## src/rtl/jsu_pkg.sv

```systemverilog
// Shared types and constants for the 64-bit Jacobi symbol core.
package jsu_pkg;

   localparam int unsigned WORD_W = 64;
   localparam int unsigned SYM_W  = 2;

   localparam logic [2:0] MOD8_THREE = 3'd3;
   localparam logic [2:0] MOD8_FIVE  = 3'd5;
   localparam logic [1:0] MOD4_THREE = 2'd3;

   localparam logic [SYM_W-1:0] SYM_ZERO = 2'b00;
   localparam logic [SYM_W-1:0] SYM_POS  = 2'b01;
   localparam logic [SYM_W-1:0] SYM_NEG  = 2'b11;

   typedef enum logic [1:0] {
      ST_IDLE,
      ST_RUN
   } state_type;

   typedef struct packed {
      logic load;
      logic step;
   } cmd_type;

   typedef struct packed {
      logic a_zero;
   } status_type;

endpackage

```

## src/rtl/jsu_datapath.sv

```systemverilog
// Operand registers, binary reduction step and symbol formation.
module jsu_datapath (
   input  logic                            clock,
   input  jsu_pkg::cmd_type                cmd,
   input  logic [jsu_pkg::WORD_W-1:0]      a_value,
   input  logic [jsu_pkg::WORD_W-1:0]      n_modulus,
   output jsu_pkg::status_type             status,
   output logic signed [jsu_pkg::SYM_W-1:0] symbol
);

   logic [jsu_pkg::WORD_W-1:0] a_ff, a_in;
   logic [jsu_pkg::WORD_W-1:0] n_ff, n_in;
   logic                       neg_ff, neg_in;

   logic                       a_ge_n;
   logic [jsu_pkg::WORD_W-1:0] diff;
   logic [jsu_pkg::WORD_W-1:0] n_next;
   logic                       swap_flip;
   logic                       two_flip;

   assign a_ge_n    = (a_ff >= n_ff);
   assign diff      = a_ge_n ? (a_ff - n_ff) : (n_ff - a_ff);
   assign swap_flip = !a_ge_n && (a_ff[1:0] == jsu_pkg::MOD4_THREE)
                      && (n_ff[1:0] == jsu_pkg::MOD4_THREE);

   always_comb begin
      a_in   = a_ff;
      n_in   = n_ff;
      neg_in = neg_ff;
      n_next = n_ff;
      two_flip = 1'b0;
      if (cmd.load) begin
         if (n_modulus[0]) begin
            a_in = a_value;
            n_in = n_modulus;
         end else begin
            a_in = '0;
            n_in = '0;
         end
         neg_in = 1'b0;
      end else if (cmd.step) begin
         if (!a_ff[0]) begin
            a_in = {1'b0, a_ff[jsu_pkg::WORD_W-1:1]};
            two_flip = (n_ff[2:0] == jsu_pkg::MOD8_THREE)
                       || (n_ff[2:0] == jsu_pkg::MOD8_FIVE);
            neg_in = neg_ff ^ two_flip;
         end else begin
            n_next = a_ge_n ? n_ff : a_ff;
            a_in   = {1'b0, diff[jsu_pkg::WORD_W-1:1]};
            n_in   = n_next;
            two_flip = (n_next[2:0] == jsu_pkg::MOD8_THREE)
                       || (n_next[2:0] == jsu_pkg::MOD8_FIVE);
            neg_in = neg_ff ^ swap_flip ^ two_flip;
         end
      end
   end

   always_ff @(posedge clock) begin
      a_ff   <= a_in;
      n_ff   <= n_in;
      neg_ff <= neg_in;
   end

   assign status.a_zero = (a_ff == '0);

   always_comb begin
      if (n_ff == jsu_pkg::WORD_W'(1)) begin
         symbol = neg_ff ? jsu_pkg::SYM_NEG : jsu_pkg::SYM_POS;
      end else begin
         symbol = jsu_pkg::SYM_ZERO;
      end
   end

endmodule

```

## src/rtl/jsu_ctrl.sv

```systemverilog
// Sequencer for load, iteration and result strobe.
module jsu_ctrl (
   input  logic                clock,
   input  logic                reset,
   input  logic                start,
   input  jsu_pkg::status_type status,
   output jsu_pkg::cmd_type    cmd,
   output logic                busy,
   output logic                rsp_valid
);

   jsu_pkg::state_type state_ff, state_in;
   logic               valid_ff, valid_in;

   always_ff @(posedge clock) begin
      if (reset) begin
         state_ff <= jsu_pkg::ST_IDLE;
         valid_ff <= 1'b0;
      end else begin
         state_ff <= state_in;
         valid_ff <= valid_in;
      end
   end

   always_comb begin
      state_in = state_ff;
      valid_in = 1'b0;
      cmd      = '0;
      busy     = 1'b0;
      case (state_ff)
         jsu_pkg::ST_IDLE: begin
            if (start) begin
               cmd.load = 1'b1;
               state_in = jsu_pkg::ST_RUN;
            end
         end
         jsu_pkg::ST_RUN: begin
            busy = 1'b1;
            if (status.a_zero) begin
               valid_in = 1'b1;
               state_in = jsu_pkg::ST_IDLE;
            end else begin
               cmd.step = 1'b1;
            end
         end
         default: begin
            state_in = jsu_pkg::ST_IDLE;
         end
      endcase
   end

   assign rsp_valid = valid_ff;

endmodule

```

## src/rtl/jacobi_symbol_u64_core.sv

```systemverilog
// Top level of the 64-bit Jacobi symbol core.
// The rsp_valid strobe is registered once the loop sees the a operand reach zero.
// One reduction step per cycle: a halving, or a subtract-and-swap with halving.
// Throughput: one transaction at a time; busy is high while the loop runs.
// Reset (synchronous, active high) returns the sequencer to idle, no strobe.
// The result shows for one cycle; the receiver cannot stall it.
module jacobi_symbol_u64_core (
   input  logic                             clock,
   input  logic                             reset,
   input  logic                             start,
   output logic                             busy,
   input  logic [jsu_pkg::WORD_W-1:0]       req_a_value,
   input  logic [jsu_pkg::WORD_W-1:0]       req_n_modulus,
   output logic                             rsp_valid,
   output logic signed [jsu_pkg::SYM_W-1:0] rsp_symbol
);

   jsu_pkg::cmd_type    cmd;
   jsu_pkg::status_type status;

   jsu_ctrl u_ctrl (
      .clock     (clock),
      .reset     (reset),
      .start     (start),
      .status    (status),
      .cmd       (cmd),
      .busy      (busy),
      .rsp_valid (rsp_valid)
   );

   jsu_datapath u_datapath (
      .clock     (clock),
      .cmd       (cmd),
      .a_value   (req_a_value),
      .n_modulus (req_n_modulus),
      .status    (status),
      .symbol    (rsp_symbol)
   );

endmodule

```

## config.mk

```make
export PLATFORM = sky130hd
export DESIGN_NAME = jacobi_symbol_u64_core
export DESIGN_NICKNAME = d
export VERILOG_FILES = /design/src/rtl/jsu_pkg.sv /design/src/rtl/jsu_datapath.sv /design/src/rtl/jsu_ctrl.sv /design/src/rtl/jacobi_symbol_u64_core.sv
export SDC_FILE = /design/constraint.sdc
export NUM_CORES = 1
export LEC_CHECK = 0
export BUFFER_PORTS_ARGS = -buffer_cell sky130_fd_sc_hd__buf_2
export CAP_MARGIN = 25
export CORE_ASPECT_RATIO = 0.8
export CORE_MARGIN = 2
export CORE_UTILIZATION = 35
export CTS_BUF_LIST = sky130_fd_sc_hd__clkbuf_16
export DETAILED_ROUTE_END_ITERATION = 6
export PLACE_DENSITY_LB_ADDON = 0.1
export SLEW_MARGIN = 25
export SYNTH_ARGS = -nofsm -noshare
export SYNTH_HDL_FRONTEND = slang
export SYNTH_SLANG_ARGS = --single-unit
export TNS_END_PERCENT = 10
```

## constraint.sdc

```tcl
create_clock -name clock -period 8.9 [get_ports clock]
set_input_delay 1.78 -clock clock [delete_from_list [all_inputs] [get_ports clock]]
set_output_delay 1.78 -clock clock [all_outputs]
set_load 0.02 [all_outputs]
```

* After elaboration in Yosys (flattened, before gate mapping)
Cells that the tools add are included.
** Word-level totals
- Flip-flop bits (word level) :: 132
- Latch bits :: 0
- Memory bits (writable) :: 0
- ROM bits :: 0
- Input bits :: 131
- Output and inout port bits :: 4
- Logic and storage cells :: 59
- Memories kept :: 0
** Cells by class
- $add $sub $neg :: 2
- Multipliers :: 0
- Divide/modulo/power cells :: 0
- Magnitude comparators :: 1
- Equality and inequality tests :: 11
- Shifts and indexed selects :: 0
- Multiplexer cells :: 22
- Bitwise logic cells :: 4
- Reduce and logical (&&, ||, !) cells :: 13
** Operator list (count)
- 64-bit two-way mux :: 9
- 64-bit subtractor :: 2
- 64-bit by 1-bit == test with 1-bit output (second input constant) :: 1
- 64-bit greater-or-equal comparator :: 1
- 64-bit logical NOT :: 1
- 63-bit two-way mux :: 1
- 2-bit two-way mux :: 4
- 1-bit two-way mux :: 7
- 3-bit by 2-bit == test with 1-bit output (second input constant) :: 2
- 3-bit == test (second input constant) :: 2
- 2-bit != test (second input constant) :: 3
- 2-bit == test (second input constant) :: 2
- 2-bit one-hot mux with 2 select lines :: 1
- 2-bit AND reduction :: 2
- 2-bit nonzero test :: 2
- 3-bit AND reduction :: 1
- 1-bit XOR :: 3
- 2-bit by 1-bit == test with 1-bit output (second input constant) :: 1
- 1-bit logical AND :: 2
- 2-bit logical NOT :: 1
- 1-bit logical OR :: 2
- 2-bit OR reduction :: 1
- 1-bit logical NOT :: 1
- 1-bit NOT :: 1

* Logic depth before layout (Yosys ltp)
- Depth in word-level cells :: 7
- Gate-level depth with buffers :: 19
- Depth with buffers taken out :: 14

* Cells and area by module
A second synthesis with hierarchy kept.
** Unflattened totals
- Cell total of the unflattened synthesis :: 1767
- Area total of the unflattened synthesis :: 14506.4 um^2
** By module, submodules not included
- jsu_datapath :: instances 1, cells each 1759, area an instance 14433.8 um^2, seq. area each 3863.7 um^2
- jsu_ctrl :: instances 1, cells each 8, area an instance 72.6 um^2, seq. area each 40.0 um^2

* Worst setup path after synthesis
Ideal clock, no wire load.
- Kind :: register to register
- From :: reg u_datapath.a_ff[0] in the netlist's numbering
- To :: reg u_datapath.n_ff[10] in the netlist's numbering (enable)
- Setup time :: 0.564 ns
- Data arrival time :: 7.362 ns
- Required time :: 8.336 ns
- Path slack :: 0.973 ns
- Stages on the path, launching flop included :: 15
- Path buffers :: 4
- Period minus slack after synthesis :: 7.927 ns
- Path through :: edfxtp_1 > clkbuf_1 > clkinv_1 > clkbuf_1 > ha_1 > fa_1 > and3b_4 > o21ba_1 > o31a_1 > o211a_1 > o21ai_2 > nand2_2 > buf_2 > buf_1 > o21ai_0
** On the way
- Word-level cells in the longest chain between the ends :: 5
- Elaborated cells between the ends (all ways) :: 8
- Those cells by class :: order compare: 1; eq/ne: 1; mux: 2; reduce/logical: 4
** Ends and longest elaborated chain
- from (decl) :: RTL line jsu_datapath.sv:11 : logic [jsu_pkg::WORD_W-1:0] a_ff, a_in;
- from (signal assigned) :: RTL line jsu_datapath.sv:59 : a_ff <= a_in;
- parallel branches: the longest is 4 deep, another holds 64-bit greater-or-equal comparator
- 3-bit AND reduction (no source line) (*)
- to (signal assigned) :: RTL line jsu_datapath.sv:60 : n_ff <= n_in;
- to (decl) :: RTL line jsu_datapath.sv:12 : logic [jsu_pkg::WORD_W-1:0] n_ff, n_in;
Every way passes the cells marked *.
A chain may end at the register's enable or synchronous reset.

* Worst setup path in the final report
- From :: reg u_datapath.a_ff[54] in the netlist's numbering
- To :: reg u_datapath.a_ff[56] in the netlist's numbering (data pin)
** On the way
- Word-level cells in the longest chain between the ends :: 5
- Elaborated cells between the ends (all ways) :: 7
- Those cells by class :: add/sub: 2; order compare: 1; mux: 4
** Ends and longest elaborated chain
- 64-bit subtractor or 64-bit greater-or-equal comparator (tied branches) :: RTL line jsu_datapath.sv:22, jsu_datapath.sv:21
- 64-bit two-way mux (*) :: RTL line jsu_datapath.sv:22 : assign diff = a_ge_n ? (a_ff - n_ff) : (n_ff - a_ff);
- 63-bit two-way mux (*) :: RTL line jsu_datapath.sv:42 : if (!a_ff[0]) begin
- 64-bit two-way mux (*) :: RTL line jsu_datapath.sv:41 : end else if (cmd.step) begin
- 64-bit two-way mux (*) :: RTL line jsu_datapath.sv:32 : if (cmd.load) begin
- net u_datapath.a_in, one bit :: RTL line jsu_datapath.sv:11
Mark *: on every way through the listed nets, which the timed path passes. The rest lies on a longest branch. The select of a mux whose other input is x is not followed.

==> impl_metrics.ini <==
[floorplan]
dieWidth_um = 227
num_rows = 65
die_area_um2 = 41500
die_h_um = 183
initial_core_util = 0.355
ios = 135
core-area_um2 = 39400

[synth]
synth-edff-count = 128
syn_avg_cell_area_um2 = 7.97
netlist_area_um2 = 14000
synth_flop_cell = edfxtp_1
syn_nets = 2011
yosysMostFrequentCell = a21oi_1
netlist-cell-type-count = 81
yosys.area.top_type_share = 0.275
ys_ff_latch = 131
yosys-top-cells-count = a21oi_1, inv_1, o21ai_0, edfxtp_1, ha_1
ys_warn_count = 0
seq_area_frac_synth = 0.280
synth.area.top_cells = edfxtp_1, ha_1, a21oi_1
syn-instance-count = 1751
synth_top_area_cell = edfxtp_1
async_flop_share = 0

[placed_design]
gp_congestion = 1.02
dpl.cell_count = 2329
post_dp_cell_area_um2 = 15000
hpwlAfterDp_um = 50400
io_buffers = 134

[sta]
skew_ps = 17.9
setup_violations = 0
slew_headroom = 0.211
rsz0062_at_grt = false
hold_violations = 0
fin_tns_setup_ps = 0
min_period_ps = 5810
slew_viol_final = 0
tightest_slew_ps = 1180
min_period_over_period = 0.653
max_freq_mhz = 172

[cells_and_area]
drive_above_1_share = 0.116
multi_input_area_um2 = 9040
diodes = 0
fin_cells = 2362
fin_nets = 2073
fillers = 4149
ff_latch_area_um2 = 3900
post-route-cell-area_um2 = 15600
area_delta_synth_final_pct = 11.8

[routing]
viasPerCell = 6.12
drc_errors = 0
drt_iter0_drc = 1649
dr.pass1.iters = 6
num_vias = 14500
detail-route-antenna-nets = 0
routedWlPerCell_um = 27.1
wl_um = 64100

[global_routing]
grt_overflow = 0
grtUsageMet3 = 0.0605
grt_use_met1 = 0.474
antenna_found_initial = 2
track_usage = 0.308
grt_max_degree = 61
top_usage_layer = met1
grt_first_pass_wirelength_um = 93000
globalRouteMet2Util = 0.428
grt_pass1_vias = 13900

[clock_network]
insertion_delay_ps = 480
root_buffer = clkbuf_16
clock_path_buffers = 2
cts_tree = done
clock_sinks = 131
cts_made_buffers = 17
htree_levels = 4
post_cts_buffers = 0
hold_buffers = 0
post_cts_resized = 0
clk_pin_slew_ps = 70

[critical_path]
arrival_ps = 6010
endpoint_kind = flop
crit_required_ps = 9090
cp_max_fo = 28
crit_type = reg2reg
critPathLaunchType = flop

[pwr]
p_leak_nw = 6.51
vdd_drop_max_mv = 0.223
p_per_area_nw_per_um2 = 421

[flow_run]
cap_violations = 0

[outcome]
status = finished clean

[worst_hold_path]
hp-class = reg2reg
[sequential cells by signal (all words and copies together) (netlist names)]
name               flops
u_ctrl.rsp_valid       1
u_ctrl.state_ff        1
u_datapath.a_ff       64
u_datapath.n_ff       64
u_datapath.neg_ff      1
[final cells by class]
type                            instances  share of cell area
Timing Repair Buffer                  151              0.0536
Inverter                              164              0.0395
Clock inverter                         15             0.00746
Multi-Input combinational cell       1348               0.579
Tap cell                              536              0.0430
Sequential cell                       131               0.250
Clock buffer                           17              0.0273
[per-stage QoR]
stage / power [mW] / setup WS (ps) / util / hold slack [ps]
after detailed placement: 5.69 / 3260 / 0.382 / 524
final: 6.56 / 3090 / 0.396 / 538
after global routing: 6.95 / 2970 / 0.396 / 580
after CTS: 6.42 / 3240 / 0.396 / 542
after floorplan: 4.17 / 973 / - / 471
after global placement: 5.73 / 3280 / 0.381 / 497
[cells in the final DEF (no fill, tap or decap), drive strengths merged, types with 46 or more instances in the layout]
| cell | count |
|---|---|
| a21oi | 250 |
| inv | 166 |
| o21ai | 160 |
| buf | 151 |
| edfxtp | 128 |
| ha | 127 |
| nand2 | 112 |
| nor2 | 100 |
| a22o | 71 |
| o21bai | 51 |
| nand4 | 47 |
| xnor2 | 46 |
[power by group]
group	switching (mW)	internal [mW]	total [mW]
registers	0.328	0.980	1.31
clock network	0.324	0.379	0.704
logic	3.01	1.54	4.55
[worst max-delay path, stage by stage, from the launching register on]
cell and delay [ps]:
edfxtp_1 540, ha_1 530, nand2_1 260, nor4_1 920, and4_1 370, o21a_1 470
nor2_4 210, buf_4 310, or3_1 430, a41oi_1 880, o21ai_1 250, xnor2_1 260
o21ai_1 80
[per-layer routing]
metal	wire [um]	up-vias
li1	-	6636
met5	0	-
met2	25900	649
met4	1340	0
met3	5530	69
met1	31300	7112
[worst paths after layout]
check / cells past startpoint / to / slack, ps / from
worst max-delay path: 12 / u_datapath.a_ff[56] / 3090 / u_datapath.a_ff[54]
worst min-delay path: 2 / u_datapath.neg_ff / 540 / u_datapath.neg_ff
worst max register to register: 12 / u_datapath.a_ff[56] / 3090 / u_datapath.a_ff[54]
worst min register to register: 2 / u_datapath.neg_ff / 540 / u_datapath.neg_ff
[cells by family after synthesis]
kind of cell	after synthesis	share of synthesized area
AOI/OAI and AO/OA	734	0.333
xor gates and xnor gates	63	0.0395
adders and majority gates	129	0.117
buffers and inverters	272	0.0770
DFF	131	0.280
muxes	17	0.0125
and+or+nand+nor	405	0.141
No activity file was read; power rests on OpenSTA's default activity.
